### src/hdl/swfp_pkg.sv
// Shared types and constants for the sync word frame parser.
package swfp_pkg;

    typedef enum logic [2:0] {
        PH_HEADER,
        PH_STATUS,
        PH_RESERVED,
        PH_LENGTH,
        PH_GROUP,
        PH_UNIT,
        PH_PAYLOAD,
        PH_FOOTER
    } t_phase;

    typedef enum logic [1:0] {
        KIND_PAYLOAD,
        KIND_FRAME,
        KIND_TIMEOUT,
        KIND_TOO_LONG
    } t_kind;

    typedef struct packed {
        logic [7:0] rx_byte;
        logic       read_timeout;
    } t_in_item;

    typedef struct packed {
        t_kind              result_kind;
        logic [7:0]         payload_byte;
        logic               last_payload;
        logic signed [15:0] frame_status;
        logic [15:0]        group_id;
        logic [15:0]        unit_id;
        logic [12:0]        frame_length;
    } t_out_item;

    typedef struct packed {
        logic [31:0] hdr_sync;
        logic [31:0] ftr_sync;
    } t_sync_cfg;

    localparam logic [31:0] HDR_SYNC_RESET = 32'hEEEF_FEFF;
    localparam logic [31:0] FTR_SYNC_RESET = 32'hFFFE_EFEE;

endpackage

### src/hdl/swfp_cfg_regs.sv
// APB register file holding the header and footer sync words.
module swfp_cfg_regs
    import swfp_pkg::*;
(
    input  logic        i_clk,
    input  logic        i_rst_n,
    input  logic        psel,
    input  logic        penable,
    input  logic        pwrite,
    input  logic [2:0]  paddr,
    input  logic [31:0] pwdata,
    output logic [31:0] prdata,
    output logic        pready,
    output t_sync_cfg   o_cfg
);

    localparam logic REG_HDR_SYNC = 1'b0;
    localparam logic REG_FTR_SYNC = 1'b1;

    logic [31:0] r_hdr_sync;
    logic [31:0] r_ftr_sync;
    logic        wr_en;

    assign pready = 1'b1;
    assign wr_en  = psel && penable && pwrite && pready;

    always_ff @(posedge i_clk) begin
        if (!i_rst_n) begin
            r_hdr_sync <= HDR_SYNC_RESET;
            r_ftr_sync <= FTR_SYNC_RESET;
        end else if (wr_en) begin
            unique case (paddr[2])
                REG_HDR_SYNC: r_hdr_sync <= pwdata;
                REG_FTR_SYNC: r_ftr_sync <= pwdata;
                default: ;
            endcase
        end
    end

    always_comb begin
        unique case (paddr[2])
            REG_HDR_SYNC: prdata = r_hdr_sync;
            REG_FTR_SYNC: prdata = r_ftr_sync;
            default:      prdata = '0;
        endcase
    end

    assign o_cfg.hdr_sync = r_hdr_sync;
    assign o_cfg.ftr_sync = r_ftr_sync;

endmodule

### src/hdl/swfp_parse_core.sv
// Frame parsing state machine: sync hunt, field capture and payload count.
module swfp_parse_core
    import swfp_pkg::*;
#(
    parameter int MAX_PAYLOAD_BYTES = 4096
) (
    input  logic      i_clk,
    input  logic      i_rst_n,
    input  logic      i_step,
    input  t_in_item  i_item,
    input  t_sync_cfg i_cfg,
    output logic      o_res_valid,
    output t_out_item o_res
);

    localparam int          LenW   = $clog2(MAX_PAYLOAD_BYTES + 1);
    localparam logic [31:0] MaxLen = 32'(MAX_PAYLOAD_BYTES);

    t_phase            r_phase, n_phase;
    logic [1:0]        r_sync_cnt, n_sync_cnt;
    logic [1:0]        r_field_cnt, n_field_cnt;
    logic [31:0]       r_shift;
    logic [15:0]       r_status, r_group, r_unit;
    logic [LenW-1:0]   r_length;
    logic [LenW-1:0]   r_pay_cnt, n_pay_cnt;

    logic [7:0]        rx;
    logic [31:0]       sync_word;
    logic [1:0]        byte_sel;
    logic [7:0]        exp_byte;
    logic [1:0]        hunt_cnt;
    logic              hunt_done;
    logic              field_done;
    logic [31:0]       shift_next;
    logic              too_long;
    logic [LenW-1:0]   pay_inc;
    logic              pay_last;
    logic [31:0]       len_ext;

    assign rx        = i_item.rx_byte;
    assign sync_word = (r_phase == PH_FOOTER) ? i_cfg.ftr_sync : i_cfg.hdr_sync;
    assign byte_sel  = 2'd3 - r_sync_cnt;
    assign exp_byte  = sync_word[{byte_sel, 3'b000} +: 8];

    // Mismatch restarts at one if the byte could open a new sync word.
    always_comb begin
        hunt_done = 1'b0;
        if (rx == exp_byte) begin
            hunt_done = (r_sync_cnt == 2'd3);
            hunt_cnt  = r_sync_cnt + 2'd1;
        end else if (rx == sync_word[31:24]) begin
            hunt_cnt = 2'd1;
        end else begin
            hunt_cnt = 2'd0;
        end
    end

    assign field_done = (r_phase == PH_LENGTH) ? (r_field_cnt == 2'd3)
                                               : (r_field_cnt == 2'd1);
    assign shift_next = {r_shift[23:0], rx};
    assign too_long   = shift_next > MaxLen;
    assign pay_inc    = r_pay_cnt + LenW'(1);
    assign pay_last   = pay_inc >= r_length;
    assign len_ext    = 32'(r_length);

    // next state
    always_comb begin
        n_phase     = r_phase;
        n_sync_cnt  = r_sync_cnt;
        n_field_cnt = r_field_cnt;
        n_pay_cnt   = r_pay_cnt;
        if (i_item.read_timeout) begin
            n_phase     = PH_HEADER;
            n_sync_cnt  = 2'd0;
            n_field_cnt = 2'd0;
        end else begin
            unique case (r_phase)
                PH_HEADER: begin
                    n_sync_cnt = hunt_done ? 2'd0 : hunt_cnt;
                    if (hunt_done) begin
                        n_phase     = PH_STATUS;
                        n_field_cnt = 2'd0;
                    end
                end
                PH_STATUS, PH_RESERVED, PH_LENGTH, PH_GROUP, PH_UNIT: begin
                    n_field_cnt = field_done ? 2'd0 : r_field_cnt + 2'd1;
                    if (field_done) begin
                        unique case (r_phase)
                            PH_STATUS:   n_phase = PH_RESERVED;
                            PH_RESERVED: n_phase = PH_LENGTH;
                            PH_LENGTH: begin
                                n_phase = too_long ? PH_HEADER : PH_GROUP;
                                if (too_long) begin
                                    n_sync_cnt = 2'd0;
                                end
                            end
                            PH_GROUP:    n_phase = PH_UNIT;
                            default: begin
                                n_phase    = (r_length != '0) ? PH_PAYLOAD : PH_FOOTER;
                                n_sync_cnt = 2'd0;
                                n_pay_cnt  = '0;
                            end
                        endcase
                    end
                end
                PH_PAYLOAD: begin
                    n_pay_cnt = pay_inc;
                    if (pay_last) begin
                        n_phase    = PH_FOOTER;
                        n_sync_cnt = 2'd0;
                    end
                end
                PH_FOOTER: begin
                    n_sync_cnt = hunt_done ? 2'd0 : hunt_cnt;
                    if (hunt_done) begin
                        n_phase     = PH_HEADER;
                        n_field_cnt = 2'd0;
                    end
                end
                default: ;
            endcase
        end
    end

    // outputs
    always_comb begin
        o_res             = '0;
        o_res.result_kind = KIND_PAYLOAD;
        o_res_valid       = 1'b0;
        if (i_item.read_timeout) begin
            o_res_valid       = 1'b1;
            o_res.result_kind = KIND_TIMEOUT;
        end else begin
            case (r_phase)
                PH_LENGTH: begin
                    if (field_done && too_long) begin
                        o_res_valid       = 1'b1;
                        o_res.result_kind = KIND_TOO_LONG;
                    end
                end
                PH_PAYLOAD: begin
                    o_res_valid        = 1'b1;
                    o_res.payload_byte = rx;
                    o_res.last_payload = pay_last;
                end
                PH_FOOTER: begin
                    if (hunt_done) begin
                        o_res_valid        = 1'b1;
                        o_res.result_kind  = KIND_FRAME;
                        o_res.frame_status = r_status;
                        o_res.group_id     = r_group;
                        o_res.unit_id      = r_unit;
                        o_res.frame_length = len_ext[12:0];
                    end
                end
                default: ;
            endcase
        end
    end

    always_ff @(posedge i_clk) begin
        if (!i_rst_n) begin
            r_phase     <= PH_HEADER;
            r_sync_cnt  <= 2'd0;
            r_field_cnt <= 2'd0;
            r_pay_cnt   <= '0;
        end else if (i_step) begin
            r_phase     <= n_phase;
            r_sync_cnt  <= n_sync_cnt;
            r_field_cnt <= n_field_cnt;
            r_pay_cnt   <= n_pay_cnt;
        end
    end

    // Every field is fully shifted in before use, so the data path needs no reset.
    always_ff @(posedge i_clk) begin
        if (i_step && !i_item.read_timeout) begin
            r_shift <= shift_next;
            if (field_done) begin
                case (r_phase)
                    PH_STATUS: r_status <= shift_next[15:0];
                    PH_LENGTH: r_length <= shift_next[LenW-1:0];
                    PH_GROUP:  r_group  <= shift_next[15:0];
                    PH_UNIT:   r_unit   <= shift_next[15:0];
                    default: ;
                endcase
            end
        end
    end

endmodule

### src/hdl/sync_word_frame_parser.sv
// Top level of the sync word frame parser.
// Takes one received byte or timeout event per cycle while not stalled and
// gives at most one result per item: a payload byte, a frame-complete report,
// or an error. Items pass from the input register through the parse logic
// into the result register. The input register doubles as a skid stage, so
// a new item is taken while a result waits on a stalled output. The user must
// set the sync words over APB at 0x0 (header) and 0x4 (footer) only while the
// block is idle; the block does not enforce it. No clearing pass after reset.
module sync_word_frame_parser
    import swfp_pkg::*;
#(
    parameter int MAX_PAYLOAD_BYTES = 4096
) (
    input  logic        i_clk,
    input  logic        i_rst_n,
    input  logic        i_in_valid,
    input  t_in_item    i_in_data,
    output logic        o_in_stall,
    output logic        o_out_valid,
    output t_out_item   o_out_data,
    input  logic        i_out_stall,
    input  logic        psel,
    input  logic        penable,
    input  logic        pwrite,
    input  logic [2:0]  paddr,
    input  logic [31:0] pwdata,
    output logic [31:0] prdata,
    output logic        pready
);

    t_sync_cfg cfg;
    logic      r_in_valid;
    t_in_item  r_in_item;
    logic      r_out_valid;
    t_out_item r_out_item;
    logic      advance;
    logic      accept;
    logic      res_valid;
    t_out_item res;

    swfp_cfg_regs u_cfg (
        .i_clk   (i_clk),
        .i_rst_n (i_rst_n),
        .psel    (psel),
        .penable (penable),
        .pwrite  (pwrite),
        .paddr   (paddr),
        .pwdata  (pwdata),
        .prdata  (prdata),
        .pready  (pready),
        .o_cfg   (cfg)
    );

    swfp_parse_core #(
        .MAX_PAYLOAD_BYTES(MAX_PAYLOAD_BYTES)
    ) u_core (
        .i_clk       (i_clk),
        .i_rst_n     (i_rst_n),
        .i_step      (advance),
        .i_item      (r_in_item),
        .i_cfg       (cfg),
        .o_res_valid (res_valid),
        .o_res       (res)
    );

    // The held transaction moves on whenever the result slot is free or draining.
    assign advance    = r_in_valid && (!r_out_valid || !i_out_stall);
    assign o_in_stall = r_in_valid && !advance;
    assign accept     = i_in_valid && !o_in_stall;

    always_ff @(posedge i_clk) begin
        if (!i_rst_n) begin
            r_in_valid  <= 1'b0;
            r_out_valid <= 1'b0;
        end else begin
            if (accept) begin
                r_in_valid <= 1'b1;
            end else if (advance) begin
                r_in_valid <= 1'b0;
            end
            if (advance) begin
                r_out_valid <= res_valid;
            end else if (!i_out_stall) begin
                r_out_valid <= 1'b0;
            end
        end
    end

    always_ff @(posedge i_clk) begin
        if (accept) begin
            r_in_item <= i_in_data;
        end
        if (advance) begin
            r_out_item <= res;
        end
    end

    assign o_out_valid = r_out_valid;
    assign o_out_data  = r_out_item;

endmodule

### config.mk
export PLATFORM = sky130hd
export DESIGN_NAME = sync_word_frame_parser
export DESIGN_NICKNAME = d
export VERILOG_FILES = /design/src/hdl/swfp_pkg.sv /design/src/hdl/swfp_cfg_regs.sv /design/src/hdl/swfp_parse_core.sv /design/src/hdl/sync_word_frame_parser.sv
export SDC_FILE = /design/constraint.sdc
export NUM_CORES = 1
export LEC_CHECK = 0
export ABC_AREA = 1
export ABC_CLOCK_PERIOD_IN_PS = 23100
export BUFFER_PORTS_ARGS = -buffer_cell sky130_fd_sc_hd__buf_2
export CORE_ASPECT_RATIO = 0.75
export CORE_MARGIN = 2
export CORE_UTILIZATION = 59
export DETAILED_ROUTE_END_ITERATION = 8
export PLACE_DENSITY = 0.82
export SYNTH_ARGS = -nofsm -noshare
export SYNTH_HDL_FRONTEND = slang
export SYNTH_HIERARCHICAL = 1
export SYNTH_SLANG_ARGS = --single-unit
### constraint.sdc
create_clock -name i_clk -period 23.1 [get_ports i_clk]
set_clock_uncertainty 0.2 [all_clocks]
set_input_delay 1.155 -clock i_clk [delete_from_list [all_inputs] [get_ports i_clk]]
set_output_delay 1.155 -clock i_clk [all_outputs]
set_load 0.02 [all_outputs]
# Yosys cells after proc, flatten, opt, wreduce, memory -nomap -nowiden
# Cells that the tools add are included.
# W data, S select, Z words.
[totals] regBits=252 inputBits=51 output_inout_bits=107
[classes] mux=40 eq_ne=22 n_reduce_logical=34 addsub=4 n_bitwise=5 n_lt_le_gt_ge=2 n_shift=1
[ops] operator="$pmux W32 S2" n=1
[ops] operator="$gt A32 B13 Y1 const B" n=1
[ops] operator="$mux W32" n=1
[ops] operator="$shiftx A32 B6 Y8" n=1
[ops] operator="$mux W13" n=2
[ops] operator="$pmux W13 S2" n=1
[ops] operator="$pmux W3 S4" n=2
[ops] operator="$mux W2" n=10
[ops] operator="$mux W3" n=6
[ops] operator="$eq A8 B8 Y1" n=2
[ops] operator="$reduce_and A3 Y1" n=5
[ops] operator="$reduce_and A5 Y1" n=3
[ops] operator="$add A13 B1 Y13 const B" n=1
[ops] operator="$ge A13 B13 Y1" n=1
[ops] operator="$reduce_bool A13 Y1" n=1
[ops] operator="$eq A3 B3 Y1 const B" n=4
[ops] operator="$mux W1" n=12
[ops] operator="$ne A3 B2 Y1 const B" n=4
[ops] operator="$pmux W2 S2" n=3
[ops] operator="$logic_and A1 B1 Y1" n=7
[ops] operator="$eq A3 B2 Y1 const B" n=2
[ops] operator="$pmux W2 S3" n=1
[ops] operator="$reduce_or A3 Y1" n=2
[ops] operator="$logic_not A1 Y1" n=5
[ops] operator="20 further kinds" n=30

# Longest topological paths before layout
# Gate-level depths: netlist of the first run.
[logic_depth] ltp_word=9 depth_mapped=19 depth_no_buf=18

# Modules after synthesis
# The synthesis of the first run kept the hierarchy.
[by_module_without_submodules] module="swfp_parse_core" instances=1 cells_per_inst=703 area_each_um2=5771.8
[by_module_without_submodules] module="swfp_cfg_regs" instances=1 cells_per_inst=404 area_each_um2=2713.9
[by_module_without_submodules] module="sync_word_frame_parser" instances=1 cells_per_inst=95 area_each_um2=2531.2

# Least setup slack after synthesis of the first run
# Ideal clock, no wire load.
[synth_timing] kind="input to register" from="input port i_out_stall" to="register u_core.r_status[0], enable pin" path_stages=5 setup_time_ns=0.430 arrival_time_ns=8.172 setup_slack_ns=14.298 path_buffers=0 path_cell_list="a21oi_1 inv_1 nor2_1 nand2_1 nor4_1"
[synth_between] elab_chain_len=5
[synth_lines] element="start, declared" line_no="sync_word_frame_parser.sv:21" text="input logic i_out_stall,"
[synth_lines] element="$logic_not A1 Y1"
[synth_lines] element="$logic_or A1 B1 Y1" line_no="sync_word_frame_parser.sv:67" text="assign advance = r_in_valid && (!r_out_valid || !i_out_stall);"
[synth_lines] element="$logic_and A1 B1 Y1" line_no="sync_word_frame_parser.sv:67"
[synth_lines] element="$logic_and A1 B1 Y1" line_no="swfp_parse_core.sv:177" text="if (i_step && !i_item.read_timeout) begin"
[synth_lines] element="$reduce_and A3 Y1 (no source line)"
[synth_lines] element="end signal, assigned" line_no="swfp_parse_core.sv:181" text="PH_STATUS: r_status <= shift_next[15:0];"
[synth_lines] element="end, declared" line_no="swfp_parse_core.sv:23" text="logic [15:0] r_status, r_group, r_unit;"
# No other way between the ends.
# A chain may end at the register's enable or synchronous reset.

# Worst setup path after layout of the first run
[layout_timing] from="input port i_out_stall" to="register u_core.r_pay_cnt[0]"
[layout_between] elab_chain_len=4
[layout_lines] element="$logic_not A1 Y1"
[layout_lines] element="$logic_or A1 B1 Y1" line_no="sync_word_frame_parser.sv:67"
[layout_lines] element="$logic_and A1 B1 Y1" line_no="sync_word_frame_parser.sv:67"
[layout_lines] element="via advance" line_no="sync_word_frame_parser.sv:36" text="logic advance;"
[layout_lines] element="$reduce_and A5 Y1 (no source line)"
[layout_lines] element="end signal, assigned" line_no="swfp_parse_core.sv:171" text="r_pay_cnt <= n_pay_cnt;"
[layout_lines] element="end, declared" line_no="swfp_parse_core.sv:25" text="logic [LenW-1:0] r_pay_cnt, n_pay_cnt;"
# The timed path passes the listed nets, and every way through them passes these cells.

==> results of run 1 <==
## registers in the layout, indices dropped and copies added, names as in the netlist
signal	flops
u_cfg/r_hdr_sync	32
u_core/r_shift	24
r_in_item	9
u_core/r_field_cnt	2
u_core/r_unit	16
o_out_data	72
u_core/r_status	16
u_core/r_sync_cnt	2
r_in_valid	1
u_core/r_group	16
u_core/r_pay_cnt	13
u_core/r_length	13
o_out_valid	1
u_cfg/r_ftr_sync	32
u_core/r_phase	3
## where the power goes
| part | total, mW | leakage [nW] | switching [mW] | internal [mW] |
|---|---|---|---|---|
| clock | 0.390 | 0.400 | 0.166 | 0.225 |
| sequential | 0.505 | 2.24 | 0.0132 | 0.492 |
| combinational | 0.0766 | 3.08 | 0.0534 | 0.0232 |
| total | 0.972 | 5.72 | 0.232 | 0.740 |
## routing by layer
layer | wire length [um] | vias up | track usage
li1 | - | 4243 | -
met1 | 11100 | 4060 | 0.383
met2 | 11700 | 479 | 0.397
met3 | 2580 | 50 | 0.0375
met4 | 553 | 0 | 0.0686
met5 | 0 | - | 0
## area by class of cell
class	count	area, um2	area share
clock buffer	32	701	0.0550
sequential	252	6710	0.526
tap	247	309	0.0243
multi-input combinational	810	3750	0.294
inverter	82	308	0.0242
timing repair buffer	167	868	0.0681
clock inverter	12	100	0.00786
## Yosys cell counts, types with 2 or more instances
cell type,number
nand2_1,415
edfxtp_1,166
nand3_1,137
nor2_1,108
dfxtp_1,86
inv_1,76
a21oi_1,31
buf_2,26
clkbuf_1,21
nor3_1,19
ha_1,16
xor2_1,16
nand4_1,13
o21ai_0,13
nor4_1,12
a211oi_1,9
buf_4,7
inv_2,5
nor2_2,4
nor3_2,4
buf_1,3
nand2_4,2
## worst max path at each step
stage / startpoint / endpoint
after floorplan: i_out_stall / u_core/r_status[0]$_DFFE_PP_
after global placement: i_out_stall / u_core/r_pay_cnt[0]$_SDFFE_PN0P_
after detailed placement: i_out_stall / u_core/r_pay_cnt[0]$_SDFFE_PN0P_
after CTS: i_out_stall / u_core/r_pay_cnt[0]$_SDFFE_PN0P_
after global routing: i_out_stall / u_core/r_pay_cnt[0]$_SDFFE_PN0P_
final: i_out_stall / u_core/r_pay_cnt[0]$_SDFFE_PN0P_
## worst reg2reg max path: stages, from the launching register on
cell	delay, ns
dfxtp_1	0.36
inv_1	0.08
a21oi_4	0.11
buf_4	0.71
inv_1	0.22
nor2_2	0.98
inv_1	0.14
nor3_1	0.18
nand2_1	0.45
inv_1	0.30
o21ai_0	0.12
o211a_1	0.12
## placed cells by master, fill, tap and decap left out, drive strengths merged
master    synthesis  layout
ha               16      16
inv              81      82
nor3             23      23
edfxtp          166     166
conb              1       1
nand4            14      14
o21ai            13      13
clkbuf           21      32
a21oi            32      32
nor2            113     113
clkinv            1      10
o221ai            1       1
a211oi            9       9
nand3           138     138
nand2           418     418
xor2             16      16
dfxtp            86      86
clkinvlp          0       1
nand3b            1       1
bufinv            0       1
xnor2             1       1
nor4             12      12
buf              37     167
or3               1       1
o211a             1       1
## through the flow
| step | hold slack (ns) | utilization |
|---|---|---|
| 2_1_floorplan | 0.227 | - |
| 3_3_place_gp | 0.233 | 0.649 |
| 3_5_place_dp | 0.235 | 0.649 |
| 4_1_cts | 0.255 | 0.693 |
| 5_1_grt | 0.274 | 0.693 |
| 6_report | 0.260 | 0.693 |
## cell families (layout without fill, tap and decap cells)
kind of cell	after synthesis	after routing
other cells	1	1
xor+xnor	17	17
buf+inv	140	293
flops	252	252
compound gates	56	56
fa+ha+maj	16	16
simple gates	720	720
==> impl_metrics.json, run 1 <==
{
  "status": "finished, final reports clean",
  "drtIter0Drc": 881,
  "netlist_instances": 1202,
  "synth_top_area_share": 0.452,
  "hold_viol": 0,
  "min_period_ns": 4.44,
  "crit_required_ns": 23.31,
  "crit_family": "simple AND/OR/NAND/NOR gates",
  "synthMuxAreaShare": 0,
  "cts_hold_buf": 0,
  "via_per_inst": 5.51,
  "die_w_um": 162,
  "fp-row-count": 43,
  "pre_cts_slack_ns": 18.21,
  "rrSetupSlack_ns": 19.02,
  "antenna_found_initial": 0,
  "final_area_um2": 12700,
  "clock-sinks": 252,
  "worst_hold_startpoint": "u_core/r_shift[14]$_DFFE_PP_",
  "drt_wl_total_um": 25900,
  "syn_nets": 1269,
  "dp_cells": 1558,
  "holdPathEnd": "u_core/r_shift[22]$_DFFE_PP_",
  "synth-seq-area-share": 0.609,
  "slowest_stage": "nor2_2",
  "synth-simple-area-share": 0.277,
  "stdcell_count": 1602,
  "startpoint_type": "input pin",
  "clk_pin_slew_ns": 0.06,
  "core_um2": 18400,
  "drive_gt1_frac": 0.172,
  "cp.arrival_ns": 4.65,
  "via_count": 8832,
  "cts_root_buf": "clkbuf_16",
  "slew_viol_final": 0,
  "die-height_um": 122,
  "worstReg2RegStart": "r_in_valid$_SDFFE_PN0P_",
  "detail_route.first_pass.iterations": 5,
  "cp_num_cells": 11,
  "n_fill_cell": 1368,
  "worst-path-max-fanout": 73,
  "finalPower_uw": 972,
  "vdd_ir_drop_max_mv": 0.0514,
  "crit_top_cell": "inv_1",
  "grt_overflow": 0,
  "cts_buffers": 24,
  "dp_hpwl_um": 16200,
  "nets": 1404,
  "period_share": 0.192,
  "ys_types": 35,
  "clk_latency_ns": 0.53,
  "antenna_left": 0,
  "drv_cap": 0,
  "synth_area_leaders": "edfxtp_1 (45%), dfxtp_1 (16%), nand2_1 (14%), nand3_1 (6.2%), nor2_1 (3.7%)",
  "grt_usage": 0.256,
  "timing.slew.headroom": 0.178,
  "timing.hold.worst_path_depth": 0,
  "rsz0062_at_grt": "no",
  "max-clock-path-buffers": 3,
  "synth_fa_ha_area_frac": 0.0182,
  "ys_warn_count": 6,
  "crit_path_max_incr_delay_ns": 0.98,
  "r2r_end": "u_core/r_pay_cnt[0]$_SDFFE_PN0P_",
  "p_leak_nw": 5.72,
  "diodes": 0,
  "power_density_nw_per_um2": 76.3,
  "critPathCaptureType": "flip-flop",
  "io_buffers": 154,
  "hp-class": "reg -> reg",
  "setup_slack_ns": 18.66,
  "initial_core_util": 0.599,
  "synthXorXnorAreaFrac": 0.0135,
  "synth_area_um2": 11000,
  "synth_enable_flop_cells": 166,
  "fmax_mhz": 225,
  "synth_top_family_by_area": "simple AND/OR/NAND/NOR gates",
  "grt_max_degree": 76,
  "avgSynthCellArea_um2": 9.17,
  "avgRoutedWirePerCell_um": 16.2,
  "path_cells": "buf_2, a21oi_4, buf_4, inv_1, nor2_2, inv_1, nor3_1, nand2_1, inv_1, o21ai_0, o211a_1",
  "crit_type": "in -> reg",
  "setup_viol": 0,
  "ios": 158,
  "grt_pass1_wl_um": 39900,
  "cts_resized": 0,
  "grt_pass1_vias": 7742,
  "finalWeightedCongestion": 0.864,
  "drc": 0,
  "tightest_slew_ns": 1.23,
  "synth_compound_area_frac": 0.0286,
  "dieArea_um2": 19800,
  "fin_setup_tns_ns": 0,
  "cts_setup_buffers": 0,
  "syn_to_final_growth_pct": 15.7,
  "async_flop_share": 0,
  "cts_tree": "done",
  "htree_levels": 1,
  "synth_top_area_cell": "edfxtp_1",
  "ys.flop_type": "edfxtp_1",
  "crit_buf_inv": 5,
  "r2r_cells": 11,
  "dpl-instance-area_um2": 11900,
  "synth-seq-cells": 252
}
(Power assumes the default switching activity.)
==> run 2: changes to the inputs <==
- ABC_CLOCK_PERIOD_IN_PS: 23100 -> 4000
- CORE_UTILIZATION: 59 -> 52
- PLACE_DENSITY: 0.82 -> 0.76
- clock period: 23.1 -> 4 ns (I/O delays scaled with it)
==> run 2 against run 1 <==
Net effect:
- register-to-register slack got worse by 18 ns
- final area rose by 4.5%
- sequential share of layout area fell by 2.3 points
- non-clock buffer count rose by 53
- critical path type is now reg -> reg
- critical endpoint is now u_core/r_phase[0]$_SDFFE_PN0P_
- largest cell class unchanged
==> impl_metrics.json, run 2 (same netlist as run 1, synthesis figures left out) <==
{
  "status": "finished, final reports clean",
  "drc": 0,
  "die-height_um": 130,
  "crit_buf_inv": 1,
  "timing.slew.headroom": 0.291,
  "grt_pass1_vias": 8196,
  "fin_setup_tns_ns": 0,
  "timing.hold.worst_path_depth": 5,
  "clock-sinks": 252,
  "setup_viol": 0,
  "rsz0062_at_grt": "no",
  "cts_buffers": 25,
  "rrSetupSlack_ns": 0.76,
  "slew_viol_final": 0,
  "crit_family": "compound AO/OA/AOI/OAI gates",
  "antenna_left": 0,
  "dieArea_um2": 22400,
  "nets": 1458,
  "final_area_um2": 13300,
  "setup_slack_ns": 0.763,
  "path_cells": "ha_1, nand2_1, nor4_1, xor2_1, ha_1, a21oi_1, o21ai_0, a21oi_1, nand3_1, o21ai_0, inv_1, a21oi_1, nor2_1",
  "max-clock-path-buffers": 3,
  "crit_top_cell": "a21oi_1",
  "finalPower_mw": 5.62,
  "cts_tree": "done",
  "syn_to_final_growth_pct": 20.9,
  "clk_pin_slew_ns": 0.06,
  "power_density_nw_per_um2": 422,
  "dp_hpwl_um": 17300,
  "critPathCaptureType": "flip-flop",
  "p_leak_nw": 5.92,
  "drive_gt1_frac": 0.164,
  "hold_viol": 0,
  "final_common_cell": "nand2_1",
  "n_fill_cell": 1713,
  "ff_latch_area_um2": 6710,
  "avgRoutedWirePerCell_um": 16.1,
  "pre_cts_slack_ns": 0.854,
  "hp-class": "in -> reg",
  "die_w_um": 172,
  "crit_type": "reg -> reg",
  "final_core_util": 0.636,
  "detail_route.first_pass.iterations": 5,
  "period_share": 0.809,
  "largest_register_ffs": 72,
  "cp.arrival_ns": 3.45,
  "min_period_ns": 3.24,
  "tightest_slew_ns": 1.06,
  "drt_wl_total_um": 27200,
  "clk_latency_ns": 0.53,
  "worst-path-max-fanout": 7,
  "fp-row-count": 46,
  "dpl-instance-area_um2": 12100,
  "grt_overflow": 0,
  "core_um2": 21000,
  "htree_levels": 1,
  "via_per_inst": 5.29,
  "via_count": 8969,
  "crit_path_max_incr_delay_ns": 0.46,
  "cp_num_cells": 13,
  "antenna_found_initial": 0,
  "finalWeightedCongestion": 0.882,
  "startpoint_type": "flip-flop",
  "slowest_stage": "dfxtp_1",
  "vdd_ir_drop_max_mv": 0.384,
  "cts_root_buf": "clkbuf_16",
  "drv_cap": 0,
  "ios": 158,
  "grt_usage": 0.238,
  "cts_setup_buffers": 0,
  "io_buffers": 154,
  "drtIter0Drc": 875,
  "r2r_cells": 13,
  "grt_pass1_wl_um": 41700,
  "grt_max_degree": 73,
  "crit_required_ns": 4.22,
  "diodes": 0,
  "initial_core_util": 0.526,
  "fmax_mhz": 309,
  "final_cell_mix": "nand2_1 (415), edfxtp_1 (166), buf_2 (154)",
  "multiInputGateArea_um2": 3780
}
[run 2: power breakdown]
part	switching, mW	internal [mW]	total [mW]
registers	0.0636	2.84	2.90
logic	0.332	0.169	0.501
clock network	0.947	1.27	2.21
total	1.34	4.28	5.62
[run 2: final cells by class]
cell class / count / area share
clock buffer: 36 / 0.0548
sequential: 252 / 0.503
timing repair buffer: 220 / 0.104
multi-input combinational: 810 / 0.284
tap: 288 / 0.0270
clock inverter: 6 / 0.00338
inverter: 82 / 0.0231
[run 2: layer usage]
layer,wire (um),track usage
met2,12400,0.385
met3,2310,0.0322
met4,614,0.0618
met1,11900,0.343
met5,0,0
[run 2: what timing repair did]
action	CTS	global route
endpoints found under the hold margin	75	0
hold buffers	49	0
resized for setup	0	0
[run 2: metrics by stage]
stage,hold slack [ns],instances
floorplan,0.0989,1202
global placement,0.180,1603
detailed placement,0.181,1603
CTS,0.137,1694
global route,0.186,1694
finish,0.164,1694
[run 2: path summary, 6_finish.rpt]
| path | start | endpoint |
|---|---|---|
| max reg2reg | u_core/r_pay_cnt[0]$_SDFFE_PN0P_ | u_core/r_phase[0]$_SDFFE_PN0P_ |
| min reg2reg | u_core/r_shift[10]$_DFFE_PP_ | u_core/r_shift[18]$_DFFE_PP_ |
| min | paddr[2] | u_cfg/r_ftr_sync[16]$_SDFFE_PN0P_ |
| max | u_core/r_pay_cnt[0]$_SDFFE_PN0P_ | u_core/r_phase[0]$_SDFFE_PN0P_ |
[run 2: worst register-to-register path: cells and delay by family, from the launching register on]
kind / cells / cell delay [ns]
compound gates: 5 / 0.89
xor+xnor: 1 / 0.32
fa+ha+maj: 2 / 0.51
buf+inv: 1 / 0.18
flops: 1 / 0.46
simple gates: 4 / 0.58
